$ cat src/calc_pkg.sv
// Shared types, constants and saturation helpers for the calculator ALU.
package calc_pkg;

   localparam int FRAC_BITS_DEF    = 16;
   localparam int SERIES_TERMS_DEF = 12;

   localparam int MUL_W  = 48;   // multiplier operand width
   localparam int PROD_W = 96;   // multiplier product width
   localparam int DIV_NW = 72;   // divider dividend / quotient width
   localparam int DIV_DW = 48;   // divider divisor width

   localparam logic [31:0] PI_SCALED = 32'd314159265;
   localparam logic [DIV_DW-1:0] DEG_DIV = 48'd18000000000;

   typedef enum logic [2:0] {
      OP_ADD  = 3'd0,
      OP_ABSD = 3'd1,
      OP_MUL  = 3'd2,
      OP_DIV  = 3'd3,
      OP_POW  = 3'd4,
      OP_TRIG = 3'd5
   } op_type;

   typedef enum logic [2:0] {
      ST_OK      = 3'd0,
      ST_DIV0    = 3'd1,
      ST_ANGLE   = 3'd2,
      ST_INVALID = 3'd3,
      ST_SAT     = 3'd4
   } status_type;

   typedef enum logic [3:0] {
      S_IDLE,
      S_RUN,
      S_MULW,
      S_DIVW,
      S_POW,
      S_POW_ACC,
      S_POW_SQ,
      S_TRIG_NUM,
      S_TRIG_RAD,
      S_TRIG_MUL,
      S_TRIG_DIV,
      S_TRIG_END,
      S_TAN,
      S_DONE
   } state_type;

   typedef struct packed {
      logic [31:0] val;
      logic        flag;
   } sat_type;

   // clamp a sign-magnitude value to 32-bit two's complement
   function automatic sat_type sat_sm(input logic neg, input logic [DIV_NW-1:0] mag);
      sat_type r;
      r.flag = 1'b0;
      r.val  = 32'd0;
      if (!neg) begin
         if (mag > DIV_NW'(32'h7FFF_FFFF)) begin
            r.val  = 32'h7FFF_FFFF;
            r.flag = 1'b1;
         end else begin
            r.val = mag[31:0];
         end
      end else begin
         if (mag > DIV_NW'(32'h8000_0000)) begin
            r.val  = 32'h8000_0000;
            r.flag = 1'b1;
         end else begin
            r.val = ~mag[31:0] + 32'd1;
         end
      end
      return r;
   endfunction

   function automatic sat_type sat64(input logic [63:0] v);
      logic        neg;
      logic [63:0] mag;
      neg = v[63];
      mag = neg ? (~v + 64'd1) : v;
      return sat_sm(neg, DIV_NW'(mag));
   endfunction

endpackage

$ cat src/calc_mul.sv
// Shared multiplier: 48x48 unsigned product built from four 32x32 passes.
module calc_mul (
   input  logic                        clock,
   input  logic                        reset,
   input  logic                        start,
   input  logic [calc_pkg::MUL_W-1:0]  x,
   input  logic [calc_pkg::MUL_W-1:0]  y,
   output logic                        done,
   output logic [calc_pkg::PROD_W-1:0] prod
);

   logic [calc_pkg::MUL_W-1:0]  x_ff, x_in, y_ff, y_in;
   logic [calc_pkg::PROD_W-1:0] acc_ff, acc_in;
   logic [63:0]                 pp_ff, pp_in;
   logic [1:0]                  off_ff, off_in;
   logic [2:0]                  cnt_ff, cnt_in;
   logic                        busy_ff, busy_in, done_ff, done_in;
   logic [31:0]                 xs, ys;
   logic [calc_pkg::PROD_W-1:0] pp_shift;

   always_ff @(posedge clock) begin
      if (reset) begin
         busy_ff <= 1'b0;
         done_ff <= 1'b0;
         cnt_ff  <= 3'd0;
      end else begin
         busy_ff <= busy_in;
         done_ff <= done_in;
         cnt_ff  <= cnt_in;
      end
      x_ff   <= x_in;
      y_ff   <= y_in;
      acc_ff <= acc_in;
      pp_ff  <= pp_in;
      off_ff <= off_in;
   end

   always_comb begin
      xs = cnt_ff[1] ? 32'(x_ff[calc_pkg::MUL_W-1:32]) : x_ff[31:0];
      ys = cnt_ff[0] ? 32'(y_ff[calc_pkg::MUL_W-1:32]) : y_ff[31:0];
      case (off_ff)
         2'd0:    pp_shift = {32'd0, pp_ff};
         2'd1:    pp_shift = {pp_ff, 32'd0};
         default: pp_shift = {pp_ff[31:0], 64'd0};
      endcase
   end

   always_comb begin
      x_in    = x_ff;
      y_in    = y_ff;
      acc_in  = acc_ff;
      pp_in   = pp_ff;
      off_in  = off_ff;
      cnt_in  = cnt_ff;
      busy_in = busy_ff;
      done_in = 1'b0;
      if (!busy_ff) begin
         if (start) begin
            x_in    = x;
            y_in    = y;
            acc_in  = '0;
            cnt_in  = 3'd0;
            busy_in = 1'b1;
         end
      end else begin
         // pass order: lo*lo, lo*hi, hi*lo, hi*hi
         if (cnt_ff != 3'd4) begin
            pp_in  = 64'(xs) * 64'(ys);
            off_in = {1'b0, cnt_ff[0]} + {1'b0, cnt_ff[1]};
         end
         if (cnt_ff != 3'd0) begin
            acc_in = acc_ff + pp_shift;
         end
         if (cnt_ff == 3'd4) begin
            busy_in = 1'b0;
            done_in = 1'b1;
         end
         cnt_in = cnt_ff + 3'd1;
      end
   end

   assign done = done_ff;
   assign prod = acc_ff;

endmodule

$ cat config.mk
export PLATFORM = sky130hd
export DESIGN_NAME = calc_mul
export DESIGN_NICKNAME = d
export VERILOG_FILES = /design/src/calc_pkg.sv /design/src/calc_mul.sv
export SDC_FILE = /design/constraint.sdc
export NUM_CORES = 2
export LEC_CHECK = 0
export ABC_AREA = 1
export BUFFER_PORTS_ARGS = -buffer_cell sky130_fd_sc_hd__buf_4
export CORE_AREA = 2 2 328 330
export CTS_BUF_LIST = sky130_fd_sc_hd__clkbuf_16
export CTS_CLUSTER_DIAMETER = 120
export DETAILED_ROUTE_END_ITERATION = 10
export DIE_AREA = 0 0 330 332
export PLACE_DENSITY = 0.66
export SLEW_MARGIN = 20
export SYNTH_ARGS = -nofsm -noshare
export SYNTH_HDL_FRONTEND = slang
export SYNTH_SLANG_ARGS = --single-unit
$ cat constraint.sdc
create_clock -name clock -period 22.3 [get_ports clock]
set_input_delay 2.23 -clock clock [delete_from_list [all_inputs] [get_ports clock]]
set_output_delay 2.23 -clock clock [all_outputs]
set_load 0.01 [all_outputs]
* Word-level counts from Yosys, hierarchy flattened
Cells that the tools add are included.
** Word-level totals
- Input bits :: 99
- Flip-flop bits (word level) :: 263
- Logic and storage cells :: 36
- Output and inout bits :: 97
** Operators by class
- Bitwise operators :: 1
- Eq/ne operators :: 4
- Add/subtract/negate cells :: 3
- Multiply operators :: 1
- Reductions and logical operators :: 7
- Multiplexer cells :: 12
** Operator list (count)
- $mux 96 :: 3
- $pmux 96 s2 :: 1
- $add 96x96->96 :: 1
- $mul 32x32->64 :: 1
- $mux 32 :: 2
- $mux 3 :: 2
- $reduce_and 2->1 :: 3
- $mux 1 :: 4
- $add 3x1->3 const B :: 1
- $eq 3x3->1 const B :: 1
- $ne 3x3->1 const B :: 1
- $reduce_bool 3->1 :: 1
- $add 1x1->2 :: 1
- $eq 2x1->1 const B :: 1
- $logic_not 2->1 :: 1
- $ne 2x1->1 const B :: 1
- $reduce_bool 2->1 :: 1
- $reduce_or 2->1 :: 1
- $not 1->1 :: 1

* Logic depth before layout (Yosys ltp)
- Depth after elaboration :: 5
- Depth in mapped cells :: 36

* Least setup slack after synthesis
No wires, ideal clock.
- Kind :: input to register
- Start point :: input port start
- End point :: register acc_ff (netlist bit prod[0]), enable pin
- Stages :: 2
- Path slack :: 14.592 ns
- Library setup time :: 0.608 ns
- Arrival :: 7.100 ns
- Data required time :: 21.692 ns
- Path through :: nor2_1 a31oi_1
** On the way
- Cells in the longest elaborated chain, start to end :: 2
** Ends and longest elaborated chain
- start, declared :: line calc_mul.sv:5 : input logic start,
- $reduce_bool 2->1 (no source line)
- $reduce_and 2->1 (no source line)
- end signal, assigned :: line calc_mul.sv:33 : acc_ff <= acc_in;
- end, declared :: line calc_mul.sv:13 : logic [calc_pkg::PROD_W-1:0] acc_ff, acc_in;
Every way passes these cells.
A chain may end at the register's enable or synchronous reset.

* Final worst setup path
- Start point :: register cnt_ff[0]
- End point :: register pp_ff[61] (data pin)
** On the way
- Cells in the longest elaborated chain, start to end :: 2
** Ends and longest elaborated chain
- start, declared :: line calc_mul.sv:16 : logic [2:0] cnt_ff, cnt_in;
- start signal, assigned :: line calc_mul.sv:29 : cnt_ff <= cnt_in;
- $mux 32 :: line calc_mul.sv:40 : ys = cnt_ff[0] ? 32'(y_ff[calc_pkg::MUL_W-1:32]) : y_ff[31:0];
- $mul 32x32->64 :: line calc_mul.sv:68 : pp_in = 64'(xs) * 64'(ys);
- end signal, assigned :: line calc_mul.sv:34 : pp_ff <= pp_in;
- end, declared :: line calc_mul.sv:14 : logic [63:0] pp_ff, pp_in;
Every way passes these cells.

==> impl_results.md <==
- PortBufs: 195
- Final Cycle Share: 42.36%
- CTS tree: done
- Setup_tns: 0 ns
- Worst Hold Class: reg -> reg
- Initial antenna violation count: 1
- Pin count of the biggest net entering global routing: 70
- Starting DRT DRC Count: 3853
- Die Span Y: 332 um
- # rows: 120
- Worst path required time: 22.67 ns
- # clock sinks: 263
- Met3 GRT Util: 7.698%
- Max_cap viols: 0
- Final Hold Viols: 0
- Failing checks: design-rule violations
- Via/cell ratio: 5.428
- Skew final: 0.03304 ns
- Number of clock buffers inserted by TritonCTS: 38
- Area contributors post-synth: fa_1 34%, edfxtp_1 15%, inv_1 12%
- Vias in the first global route: 48000
- Commonest non-fill, non-tap cell in the layout: inv_1
- WS Path Type: reg -> reg
- Htree depth: 2
- 1st-pass router iterations: 11
- First-pass GRT wire length: 302.8 mm
- Post-cts sizing count: 0
- Clock tree buffer depth: 3
- Run status: finished with violations
- Register bit total from synthesis: 263
- Max stage delay on crit path: 1.05 ns
- Synth Area per Inst: 7.579 sq um
- Die area: 109600 sq um
- Clk pin slew, worst setup/hold paths: 0.06 ns
- Crit path launch type: flop
- Syn Nets: 8312
- I/O Pins: 196
- Area of the core: 106300 sq um
- Ys async rst share: 0%
- Unrepaired setup endpoints after global routing: no
- Clk_lat worst skew: 0.63 ns
- Distinct cells, synth: 46
- Share of layout cells above drive strength 1: 7.731%
- Worst-margin pin slew: 1.033 ns
- Chip width: 330 um
- Layout area overhead: 8.069%
- Worst-path maximum fanout: 35
- GRT met2 Usage: 62.65%
- Filler cells: 10390
- Footprint of the multi-input gates: 37630 sq um
- DR WL/cell: 24.21 um
- Post-synth EDFFs: 258
- Mapped cell area: 52720 sq um
- DRC Markers: 28
- CP most frequent cell: fa_1
- Top FF cell, synth: edfxtp_1
- Yosys warns: 0
- Post-CTS setup buffer count: 0
- Hold-fix buffers, CTS: 0
- Grt peak-use layer: met2
- Routability congestion estimate: 1.046
- Detailed-route via count: 46180
- Cell at the slowest stage of the critical path: clkinv_1
- HPWL after DPL: 169.0 mm
- Final wirelength: 206.0 mm
- Top cell type's share of synthesized area: 34.06%
- Post-synthesis cell count: 6956
- Most frequent cells in the layout: 1685 x inv_1, 1681 x nand2_1, 976 x nor2_1, 897 x fa_1, 360 x ha_1
- Maximum clock frequency: 105.9 MHz
- Crit. End Element: flop
- Post-layout min period: 9.445 ns
- Worst path arrival time: 9.82 ns
- Remaining global-route overflow: 0
- Met1 GRT Util: 44.84%
- Register area share after synthesis: 14.89%
- Post-synth top area cell: fa_1
- Overall routing resource usage: 38.11%
- Final antenna-violating net count: 0
- Max_slew headroom: 31.03%
- Fin. max-slew vios: 0
- Register area: 7851 sq um
- Nets@finish: 8430
- Starting density of the core: 49.59%
- Root buffer cell: clkbuf_16
- # setup viols final: 0
-- worst max-delay path, delay by kind of cell (launching register included) --
family / cells / cell delay [ns]
buffers and inverters: 8 / 2.05
and+or+nand+nor: 8 / 1.73
AOI/OAI and AO/OA: 3 / 0.83
adders and majority gates: 9 / 4.18
DFF: 1 / 0.30
-- synth_stat cells, types with 9 or more instances --
master	number
inv_2	28
o21ai_2	16
inv_1	1686
clkinv_1	26
o22ai_1	64
nand4_1	28
nor2_2	65
nor2_1	977
nor3_1	18
ha_1	360
buf_2	105
clkbuf_1	73
or2_2	32
o21bai_1	9
o21ai_0	117
o21ai_1	10
a21oi_1	219
edfxtp_1	258
nand3_2	16
nand2_2	27
o21a_1	13
xor2_1	37
fa_1	897
nand2_1	1682
nand3_1	123
-- kinds of logic (layout without fill, tap and decap cells) --
kind of cell | Yosys count | count (layout) | synth area share (%)
compound gates | 467 | 467 | 4.908
xor+xnor | 44 | 44 | 0.7310
fa+ha+maj | 1257 | 1257 | 42.61
buf+inv | 1924 | 2069 | 13.99
flops | 263 | 263 | 14.89
other cells | 0 | 4 | 0
simple gates | 3001 | 3001 | 22.88
-- state kept, by name, summed over array words and instances (netlist names) --
signal   count
x_ff        48
y_ff        48
busy_ff      1
prod        96
off_ff       2
pp_ff       64
cnt_ff       3
done         1
-- final cells by class --
class                   count  share of cell area (%)
diodes                      4                 0.01757
clock buffers              39                   1.713
clock inverters            28                  0.4502
inverters                1740                   11.46
multi-input cells        4769                   66.04
flip-flops and latches    263                   13.78
well taps                1403                   3.081
repair buffers            262                   3.452
-- layer usage --
layer / up-vias / wire length [um]
li1: 20770 / -
met1: 22370 / 74480
met2: 2399 / 96270
met3: 642 / 18000
met4: 2 / 17230
met5: - / 13
-- through the flow --
step | util, % | instance area (sq um) | worst slack (ns) | hold WS (ns) | std cells
after floorplan | - | 52720 | 14.59 | 0.4404 | 6956
after global placement | 52.42 | 55720 | 13.06 | 0.4918 | 8437
after detailed placement | 52.42 | 55720 | 13.11 | 0.4940 | 8437
after CTS | 53.58 | 56960 | 13.10 | 0.5048 | 8504
after global routing | 53.59 | 56960 | 12.63 | 0.5572 | 8504
final | 53.60 | 56970 | 12.85 | 0.5022 | 8508
-- path summary, 6_finish.rpt --
check                                             from                   to  slack, ns  cells past startpoint
worst min register to register  cnt_ff[2]$_SDFFE_PP0P_      done$_SDFF_PP0_       0.50                      2
worst max register to register  cnt_ff[0]$_SDFFE_PP0P_  pp_ff[61]$_DFFE_PP_      12.85                     28
worst min-delay path            cnt_ff[2]$_SDFFE_PP0P_      done$_SDFF_PP0_       0.50                      2
worst max-delay path            cnt_ff[0]$_SDFFE_PP0P_  pp_ff[61]$_DFFE_PP_      12.85                     28
Power is left out: the tool's default activity adds up to more than one toggle a clock period on the data nets, which glitch-free logic cannot reach.
