[config.mk]
export PLATFORM = sky130hd
export DESIGN_NAME = calc_div
export DESIGN_NICKNAME = d
export VERILOG_FILES = /design/src/calc_pkg.sv /design/src/calc_div.sv
export SDC_FILE = /design/constraint.sdc
export NUM_CORES = 1
export LEC_CHECK = 0
export BUFFER_PORTS_ARGS = -buffer_cell sky130_fd_sc_hd__clkbuf_2
export CAP_MARGIN = 20
export CORE_ASPECT_RATIO = 2
export CORE_MARGIN = 3
export CORE_UTILIZATION = 35
export DETAILED_ROUTE_END_ITERATION = 10
export PLACE_DENSITY = 0.57
export SYNTH_ARGS = -nofsm -noshare
export SYNTH_HDL_FRONTEND = slang
export SYNTH_SLANG_ARGS = --single-unit
[constraint.sdc]
create_clock -name clock -period 4.9 [get_ports clock]
set_input_delay 0.98 -clock clock [delete_from_list [all_inputs] [get_ports clock]]
set_output_delay 0.98 -clock clock [all_outputs]
set_load 0.005 [all_outputs]
[src/calc_pkg.sv]
// Shared types, constants and saturation helpers for the calculator ALU.
package calc_pkg;

   localparam int FRAC_BITS_DEF    = 16;
   localparam int SERIES_TERMS_DEF = 12;

   localparam int MUL_W  = 48;   // multiplier operand width
   localparam int PROD_W = 96;   // multiplier product width
   localparam int DIV_NW = 72;   // divider dividend / quotient width
   localparam int DIV_DW = 48;   // divider divisor width

   localparam logic [31:0] PI_SCALED = 32'd314159265;
   localparam logic [DIV_DW-1:0] DEG_DIV = 48'd18000000000;

   typedef enum logic [2:0] {
      OP_ADD  = 3'd0,
      OP_ABSD = 3'd1,
      OP_MUL  = 3'd2,
      OP_DIV  = 3'd3,
      OP_POW  = 3'd4,
      OP_TRIG = 3'd5
   } op_type;

   typedef enum logic [2:0] {
      ST_OK      = 3'd0,
      ST_DIV0    = 3'd1,
      ST_ANGLE   = 3'd2,
      ST_INVALID = 3'd3,
      ST_SAT     = 3'd4
   } status_type;

   typedef enum logic [3:0] {
      S_IDLE,
      S_RUN,
      S_MULW,
      S_DIVW,
      S_POW,
      S_POW_ACC,
      S_POW_SQ,
      S_TRIG_NUM,
      S_TRIG_RAD,
      S_TRIG_MUL,
      S_TRIG_DIV,
      S_TRIG_END,
      S_TAN,
      S_DONE
   } state_type;

   typedef struct packed {
      logic [31:0] val;
      logic        flag;
   } sat_type;

   // clamp a sign-magnitude value to 32-bit two's complement
   function automatic sat_type sat_sm(input logic neg, input logic [DIV_NW-1:0] mag);
      sat_type r;
      r.flag = 1'b0;
      r.val  = 32'd0;
      if (!neg) begin
         if (mag > DIV_NW'(32'h7FFF_FFFF)) begin
            r.val  = 32'h7FFF_FFFF;
            r.flag = 1'b1;
         end else begin
            r.val = mag[31:0];
         end
      end else begin
         if (mag > DIV_NW'(32'h8000_0000)) begin
            r.val  = 32'h8000_0000;
            r.flag = 1'b1;
         end else begin
            r.val = ~mag[31:0] + 32'd1;
         end
      end
      return r;
   endfunction

   function automatic sat_type sat64(input logic [63:0] v);
      logic        neg;
      logic [63:0] mag;
      neg = v[63];
      mag = neg ? (~v + 64'd1) : v;
      return sat_sm(neg, DIV_NW'(mag));
   endfunction

endpackage

[src/calc_div.sv]
// Shared restoring divider: unsigned quotient, one bit per cycle.
module calc_div (
   input  logic                        clock,
   input  logic                        reset,
   input  logic                        start,
   input  logic [calc_pkg::DIV_NW-1:0] num,
   input  logic [calc_pkg::DIV_DW-1:0] den,
   output logic                        done,
   output logic [calc_pkg::DIV_NW-1:0] quo
);

   localparam int CNT_W = $clog2(calc_pkg::DIV_NW);
   localparam logic [CNT_W-1:0] CNT_LAST = CNT_W'(calc_pkg::DIV_NW - 1);

   logic [calc_pkg::DIV_NW-1:0] quo_ff, quo_in;
   logic [calc_pkg::DIV_DW-1:0] rem_ff, rem_in, den_ff, den_in;
   logic [CNT_W-1:0]            cnt_ff, cnt_in;
   logic                        busy_ff, busy_in, done_ff, done_in;
   logic [calc_pkg::DIV_DW:0]   trial, diff;
   logic                        ge;

   always_ff @(posedge clock) begin
      if (reset) begin
         busy_ff <= 1'b0;
         done_ff <= 1'b0;
         cnt_ff  <= '0;
      end else begin
         busy_ff <= busy_in;
         done_ff <= done_in;
         cnt_ff  <= cnt_in;
      end
      quo_ff <= quo_in;
      rem_ff <= rem_in;
      den_ff <= den_in;
   end

   always_comb begin
      trial = {rem_ff, quo_ff[calc_pkg::DIV_NW-1]};
      diff  = trial - {1'b0, den_ff};
      ge    = (trial >= {1'b0, den_ff});
   end

   always_comb begin
      quo_in  = quo_ff;
      rem_in  = rem_ff;
      den_in  = den_ff;
      cnt_in  = cnt_ff;
      busy_in = busy_ff;
      done_in = 1'b0;
      if (!busy_ff) begin
         if (start) begin
            quo_in  = num;
            rem_in  = '0;
            den_in  = den;
            cnt_in  = '0;
            busy_in = 1'b1;
         end
      end else begin
         rem_in = ge ? diff[calc_pkg::DIV_DW-1:0] : trial[calc_pkg::DIV_DW-1:0];
         quo_in = {quo_ff[calc_pkg::DIV_NW-2:0], ge};
         cnt_in = cnt_ff + CNT_W'(1);
         if (cnt_ff == CNT_LAST) begin
            busy_in = 1'b0;
            done_in = 1'b1;
         end
      end
   end

   assign done = done_ff;
   assign quo  = quo_ff;

endmodule

# Word-level counts from Yosys, hierarchy flattened

Index checks and enable logic that the tools add are counted.

Register bits after elaboration: 177
Input port bits: 123
ROM bits: 0
Word-level logic and storage cells: 25
Memories: 0
Bits in latches: 0
Memory bits (writable): 0

Bitwise gates (word level): 1
Divide/modulo/power cells: 0
$add $sub $neg: 2
Shift operators: 0
Magnitude comparators: 1
Equal/unequal tests: 1
$mul: 0
Multiplexer cells: 11
Reduce and logical (&&, ||, !) cells: 3

Operators by type and width:

| operator              | count |
|---|---|
| $mux W48              | 3 |
| $mux W72              | 2 |
| $ge A49 B48 Y1        | 1 |
| $sub A48 B48 Y48      | 1 |
| $mux W7               | 2 |
| $add A7 B1 Y7 const B | 1 |
| $eq A7 B7 Y1 const B  | 1 |
| $mux W1               | 4 |
| $reduce_and A2 Y1     | 1 |
| $reduce_bool A2 Y1    | 1 |
| $reduce_or A2 Y1      | 1 |
| $not A1 Y1            | 1 |

# Logic depth before layout (Yosys ltp)

Word-level depth: 3
Depth in mapped cells: 15
Depth with buffers taken out: 13

# Worst setup path after synthesis

Ideal clock, no wire load.

Path kind: input-to-reg
From: input start
To: register quo_ff, in the netlist quo[0] (enable)
Data arrival time: 3376 ps
Data required time: 4427 ps
Setup slack: 1051 ps
Setup time: 473 ps
Path buffers: 0
Stages on the path: 2
Path through: nor2_1 -> inv_1

Cells in the longest elaborated chain, start to end: 1

RTL lines:

| element                      | line           | text |
|---|---|---|
| from (decl)                  | calc_div.sv:5  | `input logic start,` |
| $reduce_bool A2 Y1 (no line) | n/a            |  |
| to (signal assigned)         | calc_div.sv:32 | `quo_ff <= quo_in;` |
| to (decl)                    | calc_div.sv:15 | `logic [calc_pkg::DIV_NW-1:0] quo_ff, quo_in;` |

Every way passes these cells.
A chain may end at the register's enable or synchronous reset.

# Final worst setup path

From: register rem_ff[3] (netlist bit)
To: register rem_ff[34] (netlist bit), data pin

Cells in the longest elaborated chain, start to end: 3
Elaborated cells between the ends (all ways): 4
Those cells by class: 1 x add/sub; 1 x order compare; 2 x mux

RTL lines:

| element                                                   | line                           | text |
|---|---|---|
| from (decl)                                               | calc_div.sv:16                 | `logic [calc_pkg::DIV_DW-1:0] rem_ff, rem_in, den_ff, den_in;` |
| from (signal assigned)                                    | calc_div.sv:33                 | `rem_ff <= rem_in;` |
| $sub A48 B48 Y48 / $ge A49 B48 Y1 (equally long branches) | calc_div.sv:39, calc_div.sv:40 |  |
| $mux W48 *                                                | calc_div.sv:59                 | `rem_in = ge ? diff[calc_pkg::DIV_DW-1:0] : trial[calc_pkg::DIV_DW-1:0];` |
| $mux W48 *                                                | calc_div.sv:50                 | `if (!busy_ff) begin` |

Every way passes the cells marked *; elsewhere a longest branch is shown, timed or not.

==> results.json <==
{
  "antenna_found_initial": 0,
  "hold_violations": 0,
  "grt_pass1_vias": 7828,
  "tightestPinTransition_ns": 0.7729,
  "nets": 1219,
  "clk_pin_slew_ns": 0.08,
  "synth-main-ff-cell": "edfxtp_1",
  "yosysSeqAreaShare": 0.5219,
  "cp_cell_sequence": "ha_1, a21o_1, a211o_1, o21ai_2, o31ai_2, a211o_1, a311oi_2, o21ai_2, a2111oi_4, buf_4, mux2i_1, nor2b_1",
  "swShare": 0.3221,
  "grt_first_pass_wirelength_microns": 40970,
  "use_met2": 0.3219,
  "slowest_delay_ns": 0.49,
  "setup_viol": 0,
  "route.detailed.drc": 0,
  "dp.cells": 1383,
  "synth_fa_ha_area_frac": 0.06324,
  "fin_crit_sh": 0.7846,
  "critical_path.top_delay_family": "compound AO/OA/AOI/OAI gates",
  "setup-tns-final_ns": 0,
  "grt_max_degree": 72,
  "fmax_mhz": 260.1,
  "core_area_sq_mm": 0.02819,
  "total_power_w": 0.004674,
  "power_leakage_nw": 5.119,
  "vias": 7219,
  "postRouteAntennaNets": 0,
  "drt_iter0_drc": 278,
  "cts.repair.resized": 0,
  "synth.top_cell.area_share": 0.5039,
  "start_util": 0.3551,
  "die_h_microns": 245.2,
  "hpwl_microns": 19770,
  "cts.hold.buffers_added": 0,
  "insertedDiodeCount": 0,
  "power_switching_w": 0.001506,
  "worstPathMaxFanout": 33,
  "syn_avg_cell_area_sq_um": 11.72,
  "pin_count": 196,
  "synth_area_sq_mm": 0.01001,
  "muxShareOfSynthArea": 0.1209,
  "status": "completed",
  "post_cts_buffers": 0,
  "critPathSlowestCell": "buf_4",
  "syn_inst": 854,
  "critPathBufInv": 1,
  "syn_to_final_growth_pct": 19.31,
  "pwr-share-clk": 0.299,
  "slew_headroom": 0.4847,
  "seq_area_sq_mm": 0.005229,
  "busiest_layer": "met2",
  "timing.max_cap.violations": 0,
  "fin_crit_ns": 3.844,
  "critPathKind": "reg -> reg",
  "wl_per_cell_microns": 18.27,
  "utilization": 0.4236,
  "cp-start-kind": "flop",
  "grtUsageTotal": 0.1706,
  "p_comb_frac": 0.282,
  "hold_path_class": "reg -> reg",
  "ir_drop_mv": 0.2858,
  "internal-power_w": 0.003168,
  "cts_sinks": 177,
  "end_kind": "flop",
  "routed_wl_microns": 25860,
  "drive_gt1_frac": 0.2984,
  "cp.required_ns": 5.10,
  "vias_per_cell": 5.102,
  "place.gp.congestion": 0.8788,
  "power.density_mw_per_mm2": 391.3,
  "synth-seq-cells": 177,
  "synth.area.top_cells": "edfxtp_1 50%, mux2_2 8.0%, ha_1 6.1%, mux2i_1 4.1%, a21oi_1 3.1%",
  "yosysWarnings": 0,
  "multiInputGateArea_sq_mm": 0.004393,
  "synth_edf_count": 168,
  "synth_top_family_by_area": "multiplexers",
  "slew_violations": 0,
  "die_w_microns": 125.6,
  "cts_max_path_buffers": 2,
  "synth_xor_area_frac": 0.04024,
  "die-area_sq_mm": 0.03079,
  "async_flop_share": 0,
  "skew_ns": 0.01333,
  "htree_levels": 4,
  "yosys.area_share.simple": 0.1016,
  "synth_cell_types": 54,
  "met3_usage": 0.04965,
  "fillCellCount": 2680,
  "tritoncts": "done",
  "timing.hold.ws_ns": 0.4760,
  "grtUsageMet1": 0.1659,
  "final_cells": 1415,
  "cts_root_buf": "clkbuf_16",
  "p_seq_frac": 0.419,
  "synth_nets": 1027,
  "rows": 87,
  "grt_overflow": 0,
  "numCtsBuffers": 17,
  "synth_compound_area_frac": 0.1129,
  "arrival_ns": 4.05,
  "synth_top_area_cell": "edfxtp_1",
  "clock_latency_ns": 0.45,
  "grt_setup_unrepaired": "false",
  "first_pass_iters": 4,
  "numPortBuffers": 195
}
sequential cells by signal (all words and copies together) (netlist names):
name / flops
den_ff: 48
busy_ff: 1
quo: 72
rem_ff: 48
done: 1
cnt_ff: 7
through the flow:
step	setup slack (ns)	instance area, sq um
final	1.056	11940
after floorplan	1.051	10010
after detailed placement	1.049	11350
after global placement	1.179	11350
after CTS	1.032	11940
after global routing	0.8076	11940
metal layers:
layer  up-vias  share of wire
met4         0          0.041
met3        53          0.059
li1       3517              -
met1      3411           0.35
met2       238           0.55
met5         -              0
final cells by class:
| type | instances | share of cell area |
|---|---|---|
| clock buffers | 18 | 0.03593 |
| multi-input cells | 582 | 0.3678 |
| inverters | 67 | 0.02127 |
| clock inverters | 14 | 0.01341 |
| flip-flops and latches | 177 | 0.4378 |
| well taps | 356 | 0.03729 |
| repair buffers | 201 | 0.08653 |
cell usage after synthesis, types with 12 or more instances:
cell type	number
nand4_1	14
mux2i_1	41
nor2b_1	45
xnor2_1	32
a21oi_1	63
nand2_1	50
ha_1	49
nor2_1	33
o21ai_0	29
mux2_2	71
clkbuf_1	12
a21o_1	17
xor2_1	14
inv_1	66
edfxtp_1	168
nand2b_1	17
nand3_1	12
placed cells by master (no fill, tap or decap), types with 29 or more instances in the layout:
master,instances
a21oi_1,63
clkbuf_2,195
edfxtp_1,168
ha_1,49
inv_1,64
mux2_2,71
mux2i_1,41
nand2_1,50
nor2_1,33
nor2b_1,45
o21ai_0,29
xnor2_1,32
final timing paths:
path	from	endpoint	slack, ns	cells after the start
worst max-delay path	rem_ff[3]$_SDFFCE_PN0P_	rem_ff[34]$_SDFFCE_PN0P_	1.06	12
worst min-delay path	cnt_ff[6]$_SDFFE_PP0P_	cnt_ff[6]$_SDFFE_PP0P_	0.48	2
worst max register to register	rem_ff[3]$_SDFFCE_PN0P_	rem_ff[34]$_SDFFCE_PN0P_	1.06	12
worst min register to register	cnt_ff[6]$_SDFFE_PP0P_	cnt_ff[6]$_SDFFE_PP0P_	0.48	2
cell families after synthesis:
logic type | Yosys count
AO/OA/AOI/OAI | 176
XOR/XNOR | 46
adder cells (fa/ha/maj) | 50
buffers and inverters | 95
flip-flops | 177
multiplexers | 112
AND/OR/NAND/NOR | 198
power by group through the flow:
| stage | sequential (W) | clock (W) | combinational [W] |
|---|---|---|---|
| after global placement | 0.00199 | 0 | 0.00131 |
| after global routing | 0.00198 | 0.00150 | 0.00146 |
| final | 0.00196 | 0.00140 | 0.00132 |
| after floorplan | 0.00196 | 0 | 0.000967 |
| after detailed placement | 0.00199 | 0 | 0.00132 |
| after CTS | 0.00196 | 0.00144 | 0.00133 |
tightest hold or removal path, delay by kind of cell (launching register included):
family,cells,cell delay [ns]
and+or+nand+nor,1,0.06
DFF,1,0.32
AOI/OAI and AO/OA,1,0.05
Note: power is estimated with default switching activity, not from simulation.
